### src/rtl/cfu_pkg.sv
`default_nettype none

package cfu_pkg;

  localparam int FRAME_BYTES  = 8;
  localparam int ID_W         = 11;
  localparam int SLOT_W       = 5;
  localparam int FIELD_W      = 4;
  localparam int VALUE_W      = 32;
  localparam int APB_DATA_W   = 32;
  localparam int CFG_ADDR_W   = 3;
  localparam int QUEUE_DEPTH_DEF = 2;

  // Relative identifiers: slots 0..16 sit at 0x00..0x10, the response slot at 0x22.
  localparam logic [ID_W-1:0]   REL_ID_LAST_DENSE = ID_W'(8'h10);
  localparam logic [ID_W-1:0]   REL_ID_RESPONSE   = ID_W'(8'h22);
  localparam logic [SLOT_W-1:0] SLOT_ANALOG   = SLOT_W'(3);
  localparam logic [SLOT_W-1:0] SLOT_BYTES    = SLOT_W'(4);
  localparam logic [SLOT_W-1:0] SLOT_STATUS   = SLOT_W'(10);
  localparam logic [SLOT_W-1:0] SLOT_TIMER    = SLOT_W'(12);
  localparam logic [SLOT_W-1:0] SLOT_DIAG     = SLOT_W'(15);
  localparam logic [SLOT_W-1:0] SLOT_RESPONSE = SLOT_W'(17);
  localparam logic [FIELD_W-1:0] FIELD_MAX    = FIELD_W'(10);

  localparam logic [7:0] STATUS_MODE_MASK = 8'hE0;

  // Register index decoded from paddr.
  localparam logic [CFG_ADDR_W-3:0] REG_ID_OFFSET = '0;

  typedef enum logic [2:0] {
    KIND_WORDS,
    KIND_BYTES,
    KIND_TIMER,
    KIND_RESP,
    KIND_ANALOG,
    KIND_STATUS,
    KIND_DIAG
  } kind_t;

  typedef logic [FRAME_BYTES-1:0][7:0] frame_data_t;

  typedef struct packed {
    logic [SLOT_W-1:0] slot;
    kind_t             kind;
    frame_data_t       data;
  } job_t;

  function automatic kind_t slot_kind(logic [SLOT_W-1:0] slot);
    kind_t k;
    priority if (slot == SLOT_ANALOG) begin
      k = KIND_ANALOG;
    end else if (slot == SLOT_BYTES) begin
      k = KIND_BYTES;
    end else if (slot == SLOT_STATUS) begin
      k = KIND_STATUS;
    end else if (slot == SLOT_TIMER) begin
      k = KIND_TIMER;
    end else if (slot == SLOT_DIAG) begin
      k = KIND_DIAG;
    end else if (slot == SLOT_RESPONSE) begin
      k = KIND_RESP;
    end else begin
      k = KIND_WORDS;
    end
    return k;
  endfunction

  function automatic logic [FIELD_W-1:0] field_count(kind_t k);
    logic [FIELD_W-1:0] n;
    unique case (k)
      KIND_WORDS:  n = FIELD_W'(4);
      KIND_BYTES:  n = FIELD_W'(8);
      KIND_TIMER:  n = FIELD_W'(3);
      KIND_RESP:   n = FIELD_W'(3);
      KIND_ANALOG: n = FIELD_W'(6);
      KIND_STATUS: n = FIELD_W'(11);
      KIND_DIAG:   n = FIELD_W'(2);
      default:     n = FIELD_W'(1);
    endcase
    return n;
  endfunction

  function automatic logic [VALUE_W-1:0] field_value(kind_t k, logic [FIELD_W-1:0] f,
                                                     frame_data_t d);
    logic [31:0] w0;
    logic [31:0] w1;
    logic [VALUE_W-1:0] v;
    w0 = {d[3], d[2], d[1], d[0]};
    w1 = {d[7], d[6], d[5], d[4]};
    v  = '0;
    unique case (k)
      KIND_WORDS: v = {16'b0, d[{f[1:0], 1'b1}], d[{f[1:0], 1'b0}]};
      KIND_BYTES: v = {24'b0, d[f[2:0]]};
      KIND_TIMER: begin
        priority case (f)
          FIELD_W'(0): v = {16'b0, d[1], d[0]};
          FIELD_W'(1): v = {16'b0, d[3], d[2]};
          default:     v = w1;
        endcase
      end
      KIND_RESP: begin
        priority case (f)
          FIELD_W'(0): v = {16'b0, d[1], d[0]};
          FIELD_W'(1): v = {24'b0, d[2]};
          default:     v = {16'b0, d[5], d[4]};
        endcase
      end
      KIND_ANALOG: begin
        // Each 32-bit little-endian word carries three 10-bit readings.
        priority case (f)
          FIELD_W'(0): v = {22'b0, w0[9:0]};
          FIELD_W'(1): v = {22'b0, w0[19:10]};
          FIELD_W'(2): v = {22'b0, w0[29:20]};
          FIELD_W'(3): v = {22'b0, w1[9:0]};
          FIELD_W'(4): v = {22'b0, w1[19:10]};
          default:     v = {22'b0, w1[29:20]};
        endcase
      end
      KIND_STATUS: begin
        priority case (f)
          FIELD_W'(0):  v = {16'b0, d[1], d[0]};
          FIELD_W'(1):  v = {24'b0, d[2]};
          FIELD_W'(2):  v = {24'b0, d[3]};
          FIELD_W'(3):  v = {31'b0, d[4][0]};
          FIELD_W'(4):  v = {24'b0, (d[4] & STATUS_MODE_MASK)} >> 5;
          FIELD_W'(5):  v = {24'b0, d[5]};
          FIELD_W'(6):  v = {31'b0, d[6][0]};
          FIELD_W'(7):  v = {31'b0, d[6][7]};
          FIELD_W'(8):  v = {31'b0, d[7][0]};
          FIELD_W'(9):  v = {31'b0, d[7][1]};
          default:      v = {31'b0, d[7][2]};
        endcase
      end
      KIND_DIAG: v = f[0] ? {d[4], d[5], d[6], d[7]} : {d[0], d[1], d[2], d[3]};
      default:   v = '0;
    endcase
    return v;
  endfunction

endpackage

`default_nettype wire

### src/rtl/cfu_if.sv
`default_nettype none

interface cfu_in_if;
  import cfu_pkg::*;
  logic              valid;
  logic              ready;
  logic [ID_W-1:0]   frame_id;
  logic [7:0]        byte0;
  logic [7:0]        byte1;
  logic [7:0]        byte2;
  logic [7:0]        byte3;
  logic [7:0]        byte4;
  logic [7:0]        byte5;
  logic [7:0]        byte6;
  logic [7:0]        byte7;

  modport source (output valid, frame_id, byte0, byte1, byte2, byte3, byte4, byte5,
                  byte6, byte7, input ready);
  modport sink   (input valid, frame_id, byte0, byte1, byte2, byte3, byte4, byte5,
                  byte6, byte7, output ready);
endinterface

interface cfu_out_if;
  import cfu_pkg::*;
  logic               valid;
  logic               ready;
  logic [SLOT_W-1:0]  message_slot;
  logic [FIELD_W-1:0] field_number;
  logic [VALUE_W-1:0] signal_value;
  logic               last_field;

  modport source (output valid, message_slot, field_number, signal_value, last_field,
                  input ready);
  modport sink   (input valid, message_slot, field_number, signal_value, last_field,
                  output ready);
endinterface

`default_nettype wire

### src/rtl/cfu_front.sv
`default_nettype none

module cfu_front (
  cfu_in_if.sink                    in_ch,
  input  wire logic [cfu_pkg::ID_W-1:0] id_offset,
  input  wire logic                 queue_full,
  output logic                      push,
  output cfu_pkg::job_t             push_job
);
  import cfu_pkg::*;

  logic [ID_W:0]     rel;
  logic [ID_W-1:0]   rel_id;
  logic              hit;
  logic [SLOT_W-1:0] slot;

  // The frame id minus the offset gives the relative id; a borrow means no slot.
  assign rel    = {1'b0, in_ch.frame_id} - {1'b0, id_offset};
  assign rel_id = rel[ID_W-1:0];
  assign hit    = !rel[ID_W] && ((rel_id <= REL_ID_LAST_DENSE) || (rel_id == REL_ID_RESPONSE));
  assign slot   = (rel_id == REL_ID_RESPONSE) ? SLOT_RESPONSE : rel_id[SLOT_W-1:0];

  assign in_ch.ready = !queue_full;
  assign push        = in_ch.valid && !queue_full && hit;

  assign push_job.slot = slot;
  assign push_job.kind = slot_kind(slot);
  assign push_job.data = {in_ch.byte7, in_ch.byte6, in_ch.byte5, in_ch.byte4,
                          in_ch.byte3, in_ch.byte2, in_ch.byte1, in_ch.byte0};

endmodule

`default_nettype wire

### src/rtl/cfu_fifo.sv
`default_nettype none

module cfu_fifo #(
  parameter int DEPTH = cfu_pkg::QUEUE_DEPTH_DEF
) (
  input  wire logic          clk,
  input  wire logic          rst_n,
  input  wire logic          push,
  input  cfu_pkg::job_t      push_job,
  output logic               full,
  input  wire logic          pop,
  output cfu_pkg::job_t      head_job,
  output logic               empty
);
  import cfu_pkg::*;

  localparam int PTR_W = (DEPTH > 1) ? $clog2(DEPTH) : 1;
  localparam int CNT_W = $clog2(DEPTH + 1);

  job_t             store_r [DEPTH];
  logic [PTR_W-1:0] wr_ptr_r, wr_ptr_nxt;
  logic [PTR_W-1:0] rd_ptr_r, rd_ptr_nxt;
  logic [CNT_W-1:0] count_r, count_nxt;

  assign full     = (count_r == CNT_W'(DEPTH));
  assign empty    = (count_r == '0);
  assign head_job = store_r[rd_ptr_r];

  always_comb begin
    wr_ptr_nxt = wr_ptr_r;
    rd_ptr_nxt = rd_ptr_r;
    if (push) begin
      wr_ptr_nxt = (wr_ptr_r == PTR_W'(DEPTH - 1)) ? '0 : wr_ptr_r + 1'b1;
    end
    if (pop) begin
      rd_ptr_nxt = (rd_ptr_r == PTR_W'(DEPTH - 1)) ? '0 : rd_ptr_r + 1'b1;
    end
    unique case ({push, pop})
      2'b10:   count_nxt = count_r + 1'b1;
      2'b01:   count_nxt = count_r - 1'b1;
      default: count_nxt = count_r;
    endcase
  end

  always_ff @(posedge clk) begin
    if (!rst_n) begin
      wr_ptr_r <= '0;
      rd_ptr_r <= '0;
      count_r  <= '0;
    end else begin
      wr_ptr_r <= wr_ptr_nxt;
      rd_ptr_r <= rd_ptr_nxt;
      count_r  <= count_nxt;
    end
  end

  always_ff @(posedge clk) begin
    if (push) begin
      store_r[wr_ptr_r] <= push_job;
    end
  end

endmodule

`default_nettype wire

### src/rtl/cfu_back.sv
`default_nettype none

module cfu_back (
  input  wire logic     clk,
  input  wire logic     rst_n,
  input  cfu_pkg::job_t head_job,
  input  wire logic     empty,
  output logic          pop,
  cfu_out_if.source     out_ch
);
  import cfu_pkg::*;

  logic [FIELD_W-1:0] field_r, field_nxt;
  logic               valid_r, valid_nxt;
  logic [SLOT_W-1:0]  slot_r;
  logic [FIELD_W-1:0] number_r;
  logic [VALUE_W-1:0] value_r;
  logic               last_r;
  logic               load;
  logic               is_last;

  assign load    = !empty && (!valid_r || out_ch.ready);
  assign is_last = (field_r == field_count(head_job.kind) - 1'b1);
  assign pop     = load && is_last;

  always_comb begin
    field_nxt = field_r;
    valid_nxt = valid_r;
    if (load) begin
      field_nxt = is_last ? '0 : field_r + 1'b1;
      valid_nxt = 1'b1;
    end else if (out_ch.ready) begin
      valid_nxt = 1'b0;
    end
  end

  always_ff @(posedge clk) begin
    if (!rst_n) begin
      field_r <= '0;
      valid_r <= 1'b0;
    end else begin
      field_r <= field_nxt;
      valid_r <= valid_nxt;
    end
  end

  always_ff @(posedge clk) begin
    if (load) begin
      slot_r   <= head_job.slot;
      number_r <= field_r;
      value_r  <= field_value(head_job.kind, field_r, head_job.data);
      last_r   <= is_last;
    end
  end

  assign out_ch.valid        = valid_r;
  assign out_ch.message_slot = slot_r;
  assign out_ch.field_number = number_r;
  assign out_ch.signal_value = value_r;
  assign out_ch.last_field   = last_r;

endmodule

`default_nettype wire

### src/rtl/can_frame_signal_unpacker.sv
// Channel  | Direction | Word contents
// ---------+-----------+---------------------------------------------------------
// in_ch    | sink      | frame_id[10:0], byte0..byte7 (one received CAN frame)
// out_ch   | source    | message_slot[4:0], field_number[3:0], signal_value[31:0],
//          |           | last_field (one decoded signal)
// cfg APB  | slave     | register 0 at byte address 0: id_offset[10:0]
//
// A frame is taken when the frame queue has room; the identifier match happens on the
// way in, so a frame with an unknown identifier is taken and dropped there.
// A matched frame then yields one result word per cycle while out_ch is ready, 2 to 11
// words depending on its message, paced by the single field counter in the output stage.
// Up to QUEUE_DEPTH matched frames wait in the queue, so input and output stall apart.
// Reset is synchronous and active low; it clears the offset, the queue and the output.
`default_nettype none

module can_frame_signal_unpacker #(
  parameter int QUEUE_DEPTH = cfu_pkg::QUEUE_DEPTH_DEF
) (
  input  wire logic                           clk,
  input  wire logic                           rst_n,
  cfu_in_if.sink                              in_ch,
  cfu_out_if.source                           out_ch,
  input  wire logic                           psel,
  input  wire logic                           penable,
  input  wire logic                           pwrite,
  input  wire logic [cfu_pkg::CFG_ADDR_W-1:0] paddr,
  input  wire logic [cfu_pkg::APB_DATA_W-1:0] pwdata,
  output logic      [cfu_pkg::APB_DATA_W-1:0] prdata,
  output logic                                pready
);
  import cfu_pkg::*;

  logic [ID_W-1:0]        id_offset_r, id_offset_nxt;
  logic [CFG_ADDR_W-3:0]  reg_index;
  logic                   push;
  logic                   pop;
  logic                   full;
  logic                   empty;
  job_t                   push_job;
  job_t                   head_job;

  // The register file has a single entry; writes to other indexes are dropped.
  assign reg_index = paddr[CFG_ADDR_W-1:2];
  assign pready    = 1'b1;
  assign prdata    = (reg_index == REG_ID_OFFSET) ?
                     {{(APB_DATA_W - ID_W){1'b0}}, id_offset_r} : '0;

  always_comb begin
    id_offset_nxt = id_offset_r;
    if (psel && penable && pwrite && pready && (reg_index == REG_ID_OFFSET)) begin
      id_offset_nxt = pwdata[ID_W-1:0];
    end
  end

  always_ff @(posedge clk) begin
    if (!rst_n) begin
      id_offset_r <= '0;
    end else begin
      id_offset_r <= id_offset_nxt;
    end
  end

  // Front end: match the identifier and queue the frame together with its message kind.
  cfu_front u_front (
    .in_ch      (in_ch),
    .id_offset  (id_offset_r),
    .queue_full (full),
    .push       (push),
    .push_job   (push_job)
  );

  cfu_fifo #(
    .DEPTH (QUEUE_DEPTH)
  ) u_fifo (
    .clk      (clk),
    .rst_n    (rst_n),
    .push     (push),
    .push_job (push_job),
    .full     (full),
    .pop      (pop),
    .head_job (head_job),
    .empty    (empty)
  );

  // Back end: walk the fields of the frame at the queue head, one word per cycle unless out_ch stalls.
  cfu_back u_back (
    .clk      (clk),
    .rst_n    (rst_n),
    .head_job (head_job),
    .empty    (empty),
    .pop      (pop),
    .out_ch   (out_ch)
  );

endmodule

`default_nettype wire

### src/flat_wrapper.sv
// flat-port wrapper written by rule: the top's interface ports become plain ports
module can_frame_signal_unpacker_flat import cfu_pkg::*;
#(
  parameter int QUEUE_DEPTH = cfu_pkg::QUEUE_DEPTH_DEF
)
  (clk, rst_n, psel, penable, pwrite, paddr, pwdata, prdata, pready, in_ch_valid, in_ch_frame_id, in_ch_byte0, in_ch_byte1, in_ch_byte2, in_ch_byte3, in_ch_byte4, in_ch_byte5, in_ch_byte6, in_ch_byte7, in_ch_ready, out_ch_valid, out_ch_message_slot, out_ch_field_number, out_ch_signal_value, out_ch_last_field, out_ch_ready);
  cfu_in_if in_ch_i ();
  cfu_out_if out_ch_i ();
  input  wire logic clk;
  input  wire logic rst_n;
  input  wire logic psel;
  input  wire logic penable;
  input  wire logic pwrite;
  input  wire logic [cfu_pkg::CFG_ADDR_W-1:0] paddr;
  input  wire logic [cfu_pkg::APB_DATA_W-1:0] pwdata;
  output logic      [cfu_pkg::APB_DATA_W-1:0] prdata;
  output logic pready;
  input wire logic [$bits(in_ch_i.valid)-1:0] in_ch_valid;
  input wire logic [$bits(in_ch_i.frame_id)-1:0] in_ch_frame_id;
  input wire logic [$bits(in_ch_i.byte0)-1:0] in_ch_byte0;
  input wire logic [$bits(in_ch_i.byte1)-1:0] in_ch_byte1;
  input wire logic [$bits(in_ch_i.byte2)-1:0] in_ch_byte2;
  input wire logic [$bits(in_ch_i.byte3)-1:0] in_ch_byte3;
  input wire logic [$bits(in_ch_i.byte4)-1:0] in_ch_byte4;
  input wire logic [$bits(in_ch_i.byte5)-1:0] in_ch_byte5;
  input wire logic [$bits(in_ch_i.byte6)-1:0] in_ch_byte6;
  input wire logic [$bits(in_ch_i.byte7)-1:0] in_ch_byte7;
  output wire logic [$bits(in_ch_i.ready)-1:0] in_ch_ready;
  output wire logic [$bits(out_ch_i.valid)-1:0] out_ch_valid;
  output wire logic [$bits(out_ch_i.message_slot)-1:0] out_ch_message_slot;
  output wire logic [$bits(out_ch_i.field_number)-1:0] out_ch_field_number;
  output wire logic [$bits(out_ch_i.signal_value)-1:0] out_ch_signal_value;
  output wire logic [$bits(out_ch_i.last_field)-1:0] out_ch_last_field;
  input wire logic [$bits(out_ch_i.ready)-1:0] out_ch_ready;
  assign in_ch_i.valid = in_ch_valid;
  assign in_ch_i.frame_id = in_ch_frame_id;
  assign in_ch_i.byte0 = in_ch_byte0;
  assign in_ch_i.byte1 = in_ch_byte1;
  assign in_ch_i.byte2 = in_ch_byte2;
  assign in_ch_i.byte3 = in_ch_byte3;
  assign in_ch_i.byte4 = in_ch_byte4;
  assign in_ch_i.byte5 = in_ch_byte5;
  assign in_ch_i.byte6 = in_ch_byte6;
  assign in_ch_i.byte7 = in_ch_byte7;
  assign in_ch_ready = in_ch_i.ready;
  assign out_ch_valid = out_ch_i.valid;
  assign out_ch_message_slot = out_ch_i.message_slot;
  assign out_ch_field_number = out_ch_i.field_number;
  assign out_ch_signal_value = out_ch_i.signal_value;
  assign out_ch_last_field = out_ch_i.last_field;
  assign out_ch_i.ready = out_ch_ready;
  can_frame_signal_unpacker #(.QUEUE_DEPTH(QUEUE_DEPTH)) u_core (.clk(clk), .rst_n(rst_n), .in_ch(in_ch_i), .out_ch(out_ch_i), .psel(psel), .penable(penable), .pwrite(pwrite), .paddr(paddr), .pwdata(pwdata), .prdata(prdata), .pready(pready));
endmodule
### config.mk
export PLATFORM = sky130hd
export DESIGN_NAME = can_frame_signal_unpacker_flat
export DESIGN_NICKNAME = d
export VERILOG_FILES = /design/src/rtl/cfu_pkg.sv /design/src/rtl/cfu_if.sv /design/src/rtl/cfu_front.sv /design/src/rtl/cfu_fifo.sv /design/src/rtl/cfu_back.sv /design/src/rtl/can_frame_signal_unpacker.sv /design/src/flat_wrapper.sv
export SDC_FILE = /design/constraint.sdc
export NUM_CORES = 1
export LEC_CHECK = 0
export BUFFER_PORTS_ARGS = -buffer_cell sky130_fd_sc_hd__buf_2
export CORE_UTILIZATION = 55
export DETAILED_ROUTE_END_ITERATION = 16
export PLACE_DENSITY_LB_ADDON = 0.12
export SETUP_SLACK_MARGIN = 0.3
export SLEW_MARGIN = 40
export SYNTH_ARGS = -nofsm -noshare
export SYNTH_HDL_FRONTEND = slang
export SYNTH_SLANG_ARGS = --single-unit
### constraint.sdc
create_clock -name clk -period 6.5 [get_ports clk]
set_input_delay 0.65 -clock clk [delete_from_list [all_inputs] [get_ports clk]]
set_output_delay 0.65 -clock clk [all_outputs]
set_load 0.05 [all_outputs]
==> flow_summary.yaml <==
routing:
  drtIter0Drc: 819
  antenna_left: 0
  via_per_inst: 6.00
  wirelength_um: 27000
  drc_errors: 0
  vias: 8276
  firstDrtPassIters: 5
  wire_per_inst_um: 19.6
finish:
  post-route-util_pct: 64.2
  final_common_cell: "edfxtp_1"
  area_delta_synth_final_pct: 13.3
  nets: 1237
  final_cell_mix: "edfxtp_1, buf_2, nor2_1"
  drive_gt1_share_pct: 23.9
  n_antenna_cell: 0
cts:
  postCtsSetupRepairBufs: 0
  postCtsHoldBufs: 0
  ctsRootBufferMaster: "clkbuf_16"
  clockBufferDepth: 3
  h-tree-depth: 1
  tritoncts: "done"
  cts_made_buffers: 21
  path_clk_slew_ns: 0.07
  clk_latency_ns: 0.50
  cts_resized: 0
  clkSinkCount: 207
power_and_ir_drop:
  leakage_nw: 4.48
  power_frac_comb_pct: 6.2
  power.internal_mw: 2.22
  switching_share_pct: 21.2
  p_seq_share_pct: 51.6
  switchingPower_mw: 0.597
  p_clk_share_pct: 42.2
  p_per_area_nw_per_um2: 223
  vdd_drop_max_uv: 240
logic_synthesis:
  synthDistinctLibCells: 74
  async_flop_share_pct: 0
  avgSynthCellArea_um2: 11.4
  yosys_most_used_dff: "edfxtp_1"
  syn_area_um2: 11100
  seq_area_frac_synth_pct: 53.9
  ys_ff_latch: 207
  yosys_warnings: 0
  synth_edf_count: 186
  synth_cells: 979
sta:
  tightestPinTransition_ns: 0.886
  maxSlewHeadroom_pct: 39.2
  setup_viol: 0
  rsz0062_at_grt: "no"
  finalHoldViolCount: 0
  period_share_pct: 58.6
  finalSetupTns_ns: 0
  fin_crit_ns: 3.81
  final-max-slew-violation-count: 0
  skew_ns: 0.0122
  fmax_mhz: 263
grt:
  grt_start_max_net_pins: 81
  antenna_found_initial: 0
  grt_overflow: 0
  grt_pass1_vias: 7435
  grtUsageTotal_pct: 25.9
  grt_pass1_wl_um: 41100
worst_setup_path:
  crit_path_end_kind: "flop"
  arrival_ns: 3.97
  rrSetupSlack_ns: 2.69
  required_ns: 6.67
  path_max_fanout: 34
  r2r_start: "u_core.id_offset_r[0]"
  critPathLaunchType: "flop"
  critPathLaunch: "u_core.id_offset_r[0]"
  critical_path_class: "flop to flop"
floorplan:
  coreArea_um2: 19700
  die-area_um2: 20800
  die_height_um: 144
  rows: 51
  start_util_pct: 56.7
  die_w_um: 144
  io_pins: 194
job:
  cap_violations: 0
placement:
  hpwlAfterDp_um: 18500
  gp_congestion: 0.965
  numPortBuffers: 148
worst_hold_path:
  hold_class: "primary input to flop"
  min-delay-start: "in_ch_byte4[4]"
run_status:
  outcome: "completed"
## cell usage after synthesis, types with 4 or more instances
cell / n / area [µm²]
edfxtp_1: 186 / 5590
nor2_1: 107 / 402
nand2_1: 96 / 360
a21oi_1: 49 / 245
mux2i_1: 42 / 420
o22ai_1: 41 / 257
o21ai_0: 32 / 160
a211oi_1: 30 / 225
clkbuf_1: 28 / 105
inv_1: 28 / 105
buf_4: 25 / 188
mux2_2: 23 / 259
dfxtp_1: 21 / 420
ha_1: 17 / 213
o211ai_1: 17 / 128
buf_2: 14 / 70.1
nand3_1: 14 / 70.1
mux4_2: 13 / 293
o221ai_1: 13 / 114
a31oi_1: 12 / 75.1
nor3_1: 11 / 55.1
xnor2_1: 11 / 96.3
mux2i_2: 10 / 138
nand2b_1: 10 / 62.6
o21ai_1: 9 / 45.0
buf_1: 7 / 26.3
buf_6: 7 / 78.8
xor2_1: 7 / 61.3
nor2b_1: 6 / 37.5
o21a_1: 6 / 45.0
mux2i_4: 5 / 113
or4_1: 5 / 37.5
a211o_1: 4 / 35.0
a311oi_1: 4 / 35.0
a32oi_1: 4 / 35.0
and2_1: 4 / 25.0
## power by group through the flow
stage / clock (mW) / sequential, mW / combinational [mW]
3_3_place_gp: 0 / 1.48 / 0.169
3_5_place_dp: 0 / 1.48 / 0.173
2_1_floorplan: 0 / 1.49 / 0.123
4_1_cts: 1.20 / 1.45 / 0.173
5_1_grt: 1.25 / 1.45 / 0.190
6_report: 1.19 / 1.45 / 0.174
## sequential cells by signal, summed over array words and instances (netlist names), named ones only
name and flops:
u_core.id_offset_r 11, u_core.u_back.field_r 4, u_core.u_back.out_ch.field_number 4, u_core.u_back.out_ch.last_field 1
u_core.u_back.out_ch.message_slot 5, u_core.u_back.out_ch.signal_value 32, u_core.u_back.out_ch.valid 1, u_core.u_fifo.count_r 2
u_core.u_fifo.rd_ptr_r 1, u_core.u_fifo.store_r 144, u_core.u_fifo.wr_ptr_r 1
## worst max-delay path: stages (launching register included)
cell and delay (ns):
dfxtp_1 0.35, ha_1 0.23, fa_1 0.47, nand2b_1 0.25, a21oi_1 0.20, o32ai_1 0.11
xnor2_1 0.15, nor4_2 0.44, nand4_1 0.22, inv_2 0.61, buf_4 0.43
## kinds of logic (layout without fill, tap and decap cells)
logic type | count (synthesis) | count (layout) | synth area share (%)
muxes | 98 | 98 | 11.6
adders and majority gates | 18 | 18 | 2.09
DFF | 207 | 207 | 53.9
other | 2 | 22 | 0.0674
AOI/OAI and AO/OA | 248 | 248 | 14.8
and+or+nand+nor | 275 | 275 | 10.9
xor gates and xnor gates | 18 | 18 | 1.42
buffers and inverters | 113 | 229 | 5.28
## routing by layer
| layer | vias up | routed length [µm] | GRT usage, % |
|---|---|---|---|
| li1 | 3923 | - | - |
| met1 | 3920 | 12200 | 38.3 |
| met2 | 394 | 12000 | 38.8 |
| met3 | 39 | 2220 | 4.30 |
| met4 | 0 | 657 | 8.59 |
| met5 | - | 0 | 0 |
## path summary, 6_finish.rpt
kind / end / cells after the start
setup / recovery: u_core.u_fifo.store_r[0][34] / 10
hold / removal: u_core.u_fifo.store_r[0][36] / 1
setup reg to reg: u_core.u_fifo.store_r[0][34] / 10
hold reg to reg: u_core.id_offset_r[8] / 2
## stage by stage
stage	std cells	setup WS (ns)	hold WS, ns	power, mW	area, µm²
after CTS	1380	2.41	0.331	2.83	12600
final	1380	2.69	0.339	2.82	12600
after global routing	1380	2.33	0.333	2.90	12600
after global placement	1344	2.09	0.443	1.65	11900
after floorplan	999	1.88	0.403	1.61	11200
after detailed placement	1344	2.00	0.448	1.66	11900
## final cells by class
type	instances	area, µm²
sequential	207	6010
tap	265	332
fill	1585	7040
inverter	32	120
clock inverter	13	141
timing repair buffer	161	842
clock buffer	23	533
multi-input combinational	679	4640
Note: power is estimated with default switching activity, not from simulation.
